--- config.mk ---
export PLATFORM = sky130hd
export DESIGN_NAME = hilbert_key_3d_unit
export DESIGN_NICKNAME = d
export VERILOG_FILES = /design/src/design/hk3_pkg.sv /design/src/design/hk3_stage.sv /design/src/design/hilbert_key_3d_unit.sv
export VERILOG_INCLUDE_DIRS = /design/src /design/src/design
export SDC_FILE = /design/constraint.sdc
export NUM_CORES = 1
export LEC_CHECK = 0
export BUFFER_PORTS_ARGS = -buffer_cell sky130_fd_sc_hd__buf_4
export CAP_MARGIN = 20
export CORE_ASPECT_RATIO = 0.8
export CORE_UTILIZATION = 49
export CTS_CLUSTER_DIAMETER = 30
export DETAILED_ROUTE_END_ITERATION = 10
export PLACE_DENSITY = 0.68
export SLEW_MARGIN = 15
export SYNTH_ARGS = -nofsm -noshare
export SYNTH_HDL_FRONTEND = slang
export SYNTH_SLANG_ARGS = --single-unit
export TNS_END_PERCENT = 20
--- constraint.sdc ---
create_clock -name clock -period 18.8 [get_ports clock]
set_clock_uncertainty 0.2 [all_clocks]
set_input_delay 0.94 -clock clock [delete_from_list [all_inputs] [get_ports clock]]
set_output_delay 0.94 -clock clock [all_outputs]
set_load 0.02 [all_outputs]
--- src/design/hilbert_key_3d_unit_macros.svh ---
// Assertion macros for the Hilbert key unit
`ifndef HILBERT_KEY_3D_UNIT_MACROS_SVH
`define HILBERT_KEY_3D_UNIT_MACROS_SVH

`ifndef NO_ASSERTIONS

// same-cycle implication
`define HK3_ASSERT_NOW(label, clk, rst, ante, cons) \
   label: assert property (@(posedge clk) disable iff (rst) (ante) |-> (cons)) \
      else $error("hk3 assertion failed");

// next-cycle implication
`define HK3_ASSERT_NEXT(label, clk, rst, ante, cons) \
   label: assert property (@(posedge clk) disable iff (rst) (ante) |=> (cons)) \
      else $error("hk3 assertion failed");

`else

`define HK3_ASSERT_NOW(label, clk, rst, ante, cons)
`define HK3_ASSERT_NEXT(label, clk, rst, ante, cons)

`endif

`endif

--- src/design/hk3_pkg.sv ---
// Types, constants and helper functions for the 3D Hilbert key unit
`timescale 1ns / 1ps

package hk3_pkg;

   localparam int COORD_BITS_DEF = 32;
   localparam int WORD_W         = 32;
   localparam int KEY_W          = 3 * WORD_W;
   localparam int LEVEL_W        = 6;
   localparam int KEY_WORDS_W    = 2;

   localparam logic [KEY_WORDS_W-1:0] KEY_WORDS_RESET = 2'd3;

   // axis entry: {coordinate select, reflect}
   localparam logic [1:0] AXIS_X = 2'd0;
   localparam logic [1:0] AXIS_Y = 2'd1;
   localparam logic [1:0] AXIS_Z = 2'd2;

   localparam logic [2:0] AX0_INIT = {AXIS_X, 1'b0};
   localparam logic [2:0] AX1_INIT = {AXIS_Y, 1'b0};
   localparam logic [2:0] AX2_INIT = {AXIS_Z, 1'b0};

   typedef struct packed {
      logic [WORD_W-1:0] coord_x;
      logic [WORD_W-1:0] coord_y;
      logic [WORD_W-1:0] coord_z;
   } req_type;

   typedef struct packed {
      logic [WORD_W-1:0] key_word0;
      logic [WORD_W-1:0] key_word1;
      logic [WORD_W-1:0] key_word2;
   } rsp_type;

   // state carried down the pipeline
   typedef struct packed {
      logic [WORD_W-1:0]  crd_x;
      logic [WORD_W-1:0]  crd_y;
      logic [WORD_W-1:0]  crd_z;
      logic [2:0]         ax0;
      logic [2:0]         ax1;
      logic [2:0]         ax2;
      logic [LEVEL_W-1:0] levels;
      logic [KEY_W-1:0]   key;
   } hk3_pipe_type;

   function automatic logic [2:0] gray_to_digit(logic [2:0] g);
      logic [2:0] d;
      case (g)
         3'd0:    d = 3'd0;
         3'd1:    d = 3'd1;
         3'd2:    d = 3'd3;
         3'd3:    d = 3'd2;
         3'd4:    d = 3'd7;
         3'd5:    d = 3'd6;
         3'd6:    d = 3'd4;
         default: d = 3'd5;
      endcase
      return d;
   endfunction

   function automatic logic crd_bit(hk3_pipe_type p, logic [1:0] sel, logic [4:0] pos);
      logic b;
      case (sel)
         AXIS_X:  b = p.crd_x[pos];
         AXIS_Y:  b = p.crd_y[pos];
         default: b = p.crd_z[pos];
      endcase
      return b;
   endfunction

endpackage

--- src/design/hk3_stage.sv ---
// One pipeline stage of the Hilbert key unit: a few levels plus a register
`timescale 1ns / 1ps

module hk3_stage #(
   parameter int COORD_BITS  = hk3_pkg::COORD_BITS_DEF,
   parameter int FIRST_LEVEL = 0,
   parameter int NUM_LEVELS  = 1
) (
   input  logic                  clock,
   input  logic                  reset,
   input  logic                  in_valid,
   output logic                  in_ready,
   input  hk3_pkg::hk3_pipe_type in_data,
   output logic                  out_valid,
   input  logic                  out_ready,
   output hk3_pkg::hk3_pipe_type out_data
);
   import hk3_pkg::*;

   localparam int KEY_BITS = 3 * COORD_BITS;

   logic         valid_ff, valid_in;
   hk3_pipe_type data_ff, data_in;

   always_comb begin
      logic [2:0] p0, p1, p2, g, d;
      int         lv, s, kb;
      p0 = '0;
      p1 = '0;
      p2 = '0;
      g  = '0;
      d  = '0;
      data_in = in_data;
      for (int j = 0; j < NUM_LEVELS; j++) begin
         lv = FIRST_LEVEL + j;
         s  = COORD_BITS - 1 - lv;
         kb = KEY_BITS - 1 - 3 * lv;
         if (LEVEL_W'(lv) < data_in.levels) begin
            p0 = data_in.ax0;
            p1 = data_in.ax1;
            p2 = data_in.ax2;
            g  = {crd_bit(data_in, p2[2:1], 5'(s)) ^ p2[0],
                  crd_bit(data_in, p1[2:1], 5'(s)) ^ p1[0],
                  crd_bit(data_in, p0[2:1], 5'(s)) ^ p0[0]};
            d  = gray_to_digit(g);
            data_in.key[kb -: 3] = d;
            // axis order and reflections for the next level
            case (d)
               3'd0: begin
                  data_in.ax0 = p2;
                  data_in.ax1 = p1;
                  data_in.ax2 = p0;
               end
               3'd1: begin
                  data_in.ax0 = p0;
                  data_in.ax1 = p2;
                  data_in.ax2 = p1;
               end
               3'd3: begin
                  data_in.ax0 = p2 ^ 3'd1;
                  data_in.ax1 = p0 ^ 3'd1;
                  data_in.ax2 = p1;
               end
               3'd4: begin
                  data_in.ax0 = p2;
                  data_in.ax1 = p0 ^ 3'd1;
                  data_in.ax2 = p1 ^ 3'd1;
               end
               3'd6: begin
                  data_in.ax0 = p0;
                  data_in.ax1 = p2 ^ 3'd1;
                  data_in.ax2 = p1 ^ 3'd1;
               end
               3'd7: begin
                  data_in.ax0 = p2 ^ 3'd1;
                  data_in.ax1 = p1;
                  data_in.ax2 = p0 ^ 3'd1;
               end
               default: begin
                  // digits 2 and 5 keep the order
               end
            endcase
         end
      end
   end

   assign in_ready = !valid_ff || out_ready;
   assign valid_in = in_ready ? in_valid : valid_ff;

   always_ff @(posedge clock) begin
      if (reset) begin
         valid_ff <= 1'b0;
      end else begin
         valid_ff <= valid_in;
      end
   end

   always_ff @(posedge clock) begin
      if (in_valid && in_ready) begin
         data_ff <= data_in;
      end
   end

   assign out_valid = valid_ff;
   assign out_data  = data_ff;

endmodule

--- src/design/hilbert_key_3d_unit.sv ---
// Top level of the 3D Hilbert key unit
`timescale 1ns / 1ps
`include "hilbert_key_3d_unit_macros.svh"

// Computes the 3D Hilbert curve key of a point (coord_x, coord_y, coord_z).
// Request channel req_*: valid/ready, payload req_data (three coordinates).
// Result channel rsp_*: valid/ready, payload rsp_data (three key words,
// most significant first; unused low bits and words read as zero).
// Config channel csr_*: csr_data sets key_words (0..3), the number of key
// words filled; levels encoded = floor(COORD_BITS * key_words / 3).
// csr_ready is always high; write it only while no request is in flight.
// Throughput: one request per cycle while rsp_ready is high. Each request passes
// through the NUM_STAGES stage registers in order before rsp_valid rises.
// NUM_STAGES = ceil(COORD_BITS / LPS) with LPS = ceil(COORD_BITS / 8) levels per
// stage; 8 stages at COORD_BITS = 32.
// The level walk is a chain of axis updates, cut into those stages.
// Reset empties the pipeline and sets key_words to 3.
// When rsp_ready is low, each stage holds its request; free stages still
// fill, so req_ready drops only once every stage is occupied.
module hilbert_key_3d_unit #(
   parameter int COORD_BITS = hk3_pkg::COORD_BITS_DEF
) (
   input  logic                                 clock,
   input  logic                                 reset,
   input  logic                                 req_valid,
   output logic                                 req_ready,
   input  hk3_pkg::req_type                     req_data,
   output logic                                 rsp_valid,
   input  logic                                 rsp_ready,
   output hk3_pkg::rsp_type                     rsp_data,
   input  logic                                 csr_valid,
   output logic                                 csr_ready,
   input  logic [hk3_pkg::KEY_WORDS_W-1:0]      csr_data
);
   import hk3_pkg::*;

   localparam int LPS        = (COORD_BITS + 7) / 8;
   localparam int NUM_STAGES = (COORD_BITS + LPS - 1) / LPS;
   localparam int KEY_BITS   = 3 * COORD_BITS;

   localparam logic [LEVEL_W-1:0] LEVELS_1 = LEVEL_W'(COORD_BITS / 3);
   localparam logic [LEVEL_W-1:0] LEVELS_2 = LEVEL_W'((2 * COORD_BITS) / 3);
   localparam logic [LEVEL_W-1:0] LEVELS_3 = LEVEL_W'(COORD_BITS);

   logic [KEY_WORDS_W-1:0] key_words_ff;
   logic [LEVEL_W-1:0]     req_levels;

   logic         stg_valid [NUM_STAGES+1];
   logic         stg_ready [NUM_STAGES+1];
   hk3_pipe_type stg_data  [NUM_STAGES+1];

   hk3_pipe_type entry_data;
   hk3_pipe_type last;
   logic [KEY_BITS-1:0] out_key;
   logic [KEY_BITS-1:0] key_tail;

   // configuration
   assign csr_ready = 1'b1;

   always_ff @(posedge clock) begin
      if (reset) begin
         key_words_ff <= KEY_WORDS_RESET;
      end else if (csr_valid && csr_ready) begin
         key_words_ff <= csr_data;
      end
   end

   always_comb begin
      case (key_words_ff)
         2'd0:    req_levels = '0;
         2'd1:    req_levels = LEVELS_1;
         2'd2:    req_levels = LEVELS_2;
         default: req_levels = LEVELS_3;
      endcase
   end

   // pipeline entry
   assign stg_valid[0] = req_valid;
   assign req_ready    = stg_ready[0];

   always_comb begin
      entry_data        = '0;
      entry_data.crd_x  = req_data.coord_x;
      entry_data.crd_y  = req_data.coord_y;
      entry_data.crd_z  = req_data.coord_z;
      entry_data.ax0    = AX0_INIT;
      entry_data.ax1    = AX1_INIT;
      entry_data.ax2    = AX2_INIT;
      entry_data.levels = req_levels;
   end

   assign stg_data[0] = entry_data;

   for (genvar k = 0; k < NUM_STAGES; k++) begin : g_stage
      localparam int FIRST = k * LPS;
      localparam int NUM   = (COORD_BITS - FIRST < LPS) ? COORD_BITS - FIRST : LPS;

      hk3_stage #(
         .COORD_BITS  (COORD_BITS),
         .FIRST_LEVEL (FIRST),
         .NUM_LEVELS  (NUM)
      ) u_stage (
         .clock     (clock),
         .reset     (reset),
         .in_valid  (stg_valid[k]),
         .in_ready  (stg_ready[k]),
         .in_data   (stg_data[k]),
         .out_valid (stg_valid[k+1]),
         .out_ready (stg_ready[k+1]),
         .out_data  (stg_data[k+1])
      );
   end

   // pipeline exit
   assign last                  = stg_data[NUM_STAGES];
   assign rsp_valid             = stg_valid[NUM_STAGES];
   assign stg_ready[NUM_STAGES] = rsp_ready;

   assign out_key  = last.key[KEY_BITS-1:0];
   // bits below the last written digit
   assign key_tail = out_key << (3 * last.levels);

   assign rsp_data.key_word0 = WORD_W'(out_key[KEY_BITS-1 -: COORD_BITS]);
   assign rsp_data.key_word1 = WORD_W'(out_key[KEY_BITS-1-COORD_BITS -: COORD_BITS]);
   assign rsp_data.key_word2 = WORD_W'(out_key[COORD_BITS-1:0]);

   `HK3_ASSERT_NEXT(a_req_enters, clock, reset, req_valid && req_ready, stg_valid[1])
   `HK3_ASSERT_NOW(a_levels_bound, clock, reset, rsp_valid, last.levels <= LEVELS_3)
   `HK3_ASSERT_NOW(a_no_levels_zero_key, clock, reset, rsp_valid && last.levels == '0, out_key == '0)
   `HK3_ASSERT_NOW(a_tail_clear, clock, reset, rsp_valid, key_tail == '0)

endmodule

==> results.md <==
| Item | This run | Unit |
|:---|:---|:---|
| Run status | complete, but fails checks | - |
| Violated checks | design-rule violations | - |
| Max-cap viol count | 0 | - |
| Critical path required time | 19.22 | ns |
| Share of post-route cells with drive strength above 1 | 16.26 | % |
| Antenna-violating nets left | 0 | - |
| Number of buffers and inverters on the critical path | 2 | - |
| Clock sinks | 862 | - |
| Yosys warning total | 0 | - |
| HP Class | primary input to flop | - |
| Initial core utilization | 49.54 | % |
| Clock transition at the registers of the reported paths | 0.06 | ns |
| Placeable Area | 91420 | µm² |
| Clock latency on the worst-skew pair | 0.77 | ns |
| Htree depth | 4 | - |
| Average instance area after synthesis | 11.75 | µm² |
| Clock tree root driver cell | sky130_fd_sc_hd__clkbuf_16 | - |
| Post-synthesis instance total | 3855 | - |
| HPWL after DPL | 71410 | µm |
| Global-route wire length before repair | 167000 | µm |
| First-iteration detailed-routing DRC count | 3096 | - |
| DR vias/cell | 6.013 | - |
| Total routing usage reported by global routing | 22.58 | % |
| Endpoint type of the worst setup path | flop | - |
| Slew @ Worst Pin | 1.093 | ns |
| Number of I/O port buffers | 200 | - |
| Unique masters post-synth | 128 | - |
| Worst-path cell with the longest stage delay | sky130_fd_sc_hd__xor2_1 | - |
| Number of rows created at floorplan | 99 | - |
| Clock Tree Buf Depth | 3 | - |
| Cell taking the most area after synthesis | sky130_fd_sc_hd__edfxtp_1 | - |
| DRC violation count after routing | 12 | - |
| Number of top-level design ports | 202 | - |
| Longest individual stage delay on the worst path | 0.82 | ns |
| CP arrival | 8.68 | ns |
| Final Hold Violating Endpoints | 0 | - |
| Count of nets after finishing | 4190 | - |
| Area growth from synthesis to layout | 17.30 | % |
| TritonCTS clock tree | yes | - |
| Crit path launch type | primary input | - |
| Antenna violations before repair | 2 | - |
| Leftover overflow at the end of global routing | 0 | - |
| Post-CTS repair timing setup buffer count | 0 | - |
| Final Wtd Congestion | 0.9211 | - |
| Main area contributors after synthesis | sky130_fd_sc_hd__edfxtp_1 56%, sky130_fd_sc_hd__mux2i_1 3.4%, sky130_fd_sc_hd__xnor2_1 3.0% | - |
| Total number of vias | 32.56k | - |
| DR pass1 iterations | 9 | - |
| Yosys top cell area share | 56.50 | % |
| Number of endpoints failing setup at the final stage | 0 | - |
| Number of global-route vias before repair | 29.62k | - |
| Setup repair after global routing missed its margin | no | - |
| Slew HR | 26.58 | % |
| Pin count of the biggest net entering global routing | 65 | - |
| DIE WIDTH | 341.9 | µm |
| Number of buffers inserted during clock tree synthesis | 145 | - |
| Worst setup slack for register-to-register paths | 11.01 | ns |
| Area used by multi-input combinational logic | 18570 | µm² |
| Area of the die | 93640 | µm² |
| Register bit total from synthesis | 862 | - |
| Height of the chip | 273.9 | µm |
| Post-synth EDFFs | 852 | - |
| Total count of max-transition violations in the final report | 0 | - |
| Routed wire length | 106800 | µm |
| Syn Std Cell Area | 45280 | µm² |
| Share of synthesized flip-flops with an asynchronous set or reset | 0 | % |
| Critical Setup Path Class | primary input to flop | - |
| Final clock period utilization by the worst path | 43.94 | % |
| Number of instances resized during post-cts repair | 0 | - |
| Post-Route Setup TNS | 0 | ns |
| Crit path max-delay family | XOR/XNOR gates | - |
| Number of nets produced by synthesis | 3966 | - |
| CTS hold repair buffers | 0 | - |
| Crit path time final | 8.260 | ns |
| Area used by sequential logic in the layout | 25780 | µm² |
| Post-synthesis sequential area ratio | 56.94 | % |
| Cell-by-cell trace of the critical path | buf_4 -> inv_1 -> ha_1 -> nor2_1 -> o21ai_0 -> o22ai_1 -> ha_1 -> o21bai_1 -> mux2i_1 -> xor2_1 -> xnor3_1 -> nand2_1 -> a31oi_1 -> o31ai_2 -> xor2_1 -> a21oi_1 -> o31ai_2 -> mux2i_1 -> a21oi_1 -> xor2_2 -> xnor2_1 -> maj3_1 -> nor2_1 | - |
| Critical path peak fanout | 13 | - |
| Routed len/inst | 19.72 | µm |
| Leading register cell type out of synthesis | sky130_fd_sc_hd__edfxtp_1 | - |
| Total of fill cells in the finished design | 7432 | - |
| Max Clk Rate | 121.1 | MHz |
metrics by stage:
step	worst slack, ns	utilization, %	area, µm²	instances	hold WS (ns)
2_1_floorplan	8.638	-	45280	3855	0.2003
3_3_place_gp	10.16	52.51	48000	5143	0.2005
3_5_place_dp	9.902	52.51	48000	5143	0.2045
4_1_cts	10.70	58.09	53110	5412	0.09087
5_1_grt	9.927	58.10	53120	5414	0.1093
6_report	10.54	58.10	53120	5414	0.1452
synth_stat cells, types with 35 or more instances:
cell / count
sky130_fd_sc_hd__clkbuf_1: 101
sky130_fd_sc_hd__xnor2_1: 155
sky130_fd_sc_hd__mux2i_1: 154
sky130_fd_sc_hd__nor3_1: 112
sky130_fd_sc_hd__nand3_1: 116
sky130_fd_sc_hd__a31oi_1: 55
sky130_fd_sc_hd__nor2_1: 317
sky130_fd_sc_hd__mux2_2: 50
sky130_fd_sc_hd__buf_2: 35
sky130_fd_sc_hd__inv_1: 95
sky130_fd_sc_hd__o21ai_0: 177
sky130_fd_sc_hd__and2_1: 56
sky130_fd_sc_hd__o211ai_1: 71
sky130_fd_sc_hd__a211oi_1: 42
sky130_fd_sc_hd__and3_1: 43
sky130_fd_sc_hd__nand2_1: 259
sky130_fd_sc_hd__o22ai_1: 43
sky130_fd_sc_hd__nand2b_1: 44
sky130_fd_sc_hd__edfxtp_1: 852
sky130_fd_sc_hd__xor2_1: 55
sky130_fd_sc_hd__a21oi_1: 219
cells in the final DEF, fill, tap and decap left out, drive strengths merged, types with 55 or more instances in the layout:
| cell type | count |
|---|---|
| mux2i | 160 |
| xnor2 | 173 |
| buf | 236 |
| a31oi | 60 |
| clkbuf | 153 |
| nor3 | 115 |
| clkinv | 55 |
| o211ai | 76 |
| o21ai | 212 |
| and2 | 59 |
| nand3 | 116 |
| xor2 | 56 |
| inv | 132 |
| nor2 | 320 |
| mux2 | 60 |
| edfxtp | 852 |
| a21oi | 220 |
| nand2 | 259 |
logic make-up (layout without fill, tap and decap cells):
family / after synthesis / after routing / synth area share, %
mux: 220 / 220 / 5.175
xor+xnor: 237 / 237 / 5.167
buf+inv: 256 / 602 / 2.313
other cells: 1 / 2 / 0.008281
flops: 862 / 862 / 56.94
fa+ha+maj: 13 / 13 / 0.3316
compound gates: 1119 / 1119 / 17.76
simple gates: 1147 / 1147 / 12.30
area by class of cell:
cell class	count	share of cell area, %
sequential	862	48.54
multi-input combinational	2737	34.96
clock buffer	152	6.881
timing repair buffer	237	3.350
tap	1212	2.855
clock inverter	117	2.723
inverter	96	0.6784
antenna	1	0.004711
final timing paths:
kind	start	end	cells after the start
setup reg to reg	g_stage[0].u_stage.out_data[109]	g_stage[1].u_stage.out_data[103]	18
hold / removal	req_data[22]	g_stage[0].u_stage.out_data[133]	1
setup / recovery	req_data[63]	g_stage[0].u_stage.out_data[108]	23
hold reg to reg	g_stage[3].u_stage.out_data[57]	g_stage[4].u_stage.out_data[57]	0
layer usage:
metal / vias to the layer above / global-route usage, % / share of wire (%)
met5: - / 0 / 0
met4: 0 / 7.871 / 2.3
met3: 161 / 4.437 / 6.9
met2: 1152 / 32.70 / 44
met1: 15710 / 33.65 / 47
li1: 15530 / - / -
flip-flops by register name (all words and copies together) (netlist names):
signal                     cells
g_stage.u_stage.out_data     852
g_stage.u_stage.out_valid      8
key_words_ff                   2
Power is left out: the tool's default activity adds up to more than one toggle a clock period on the data nets, which glitch-free logic cannot reach.
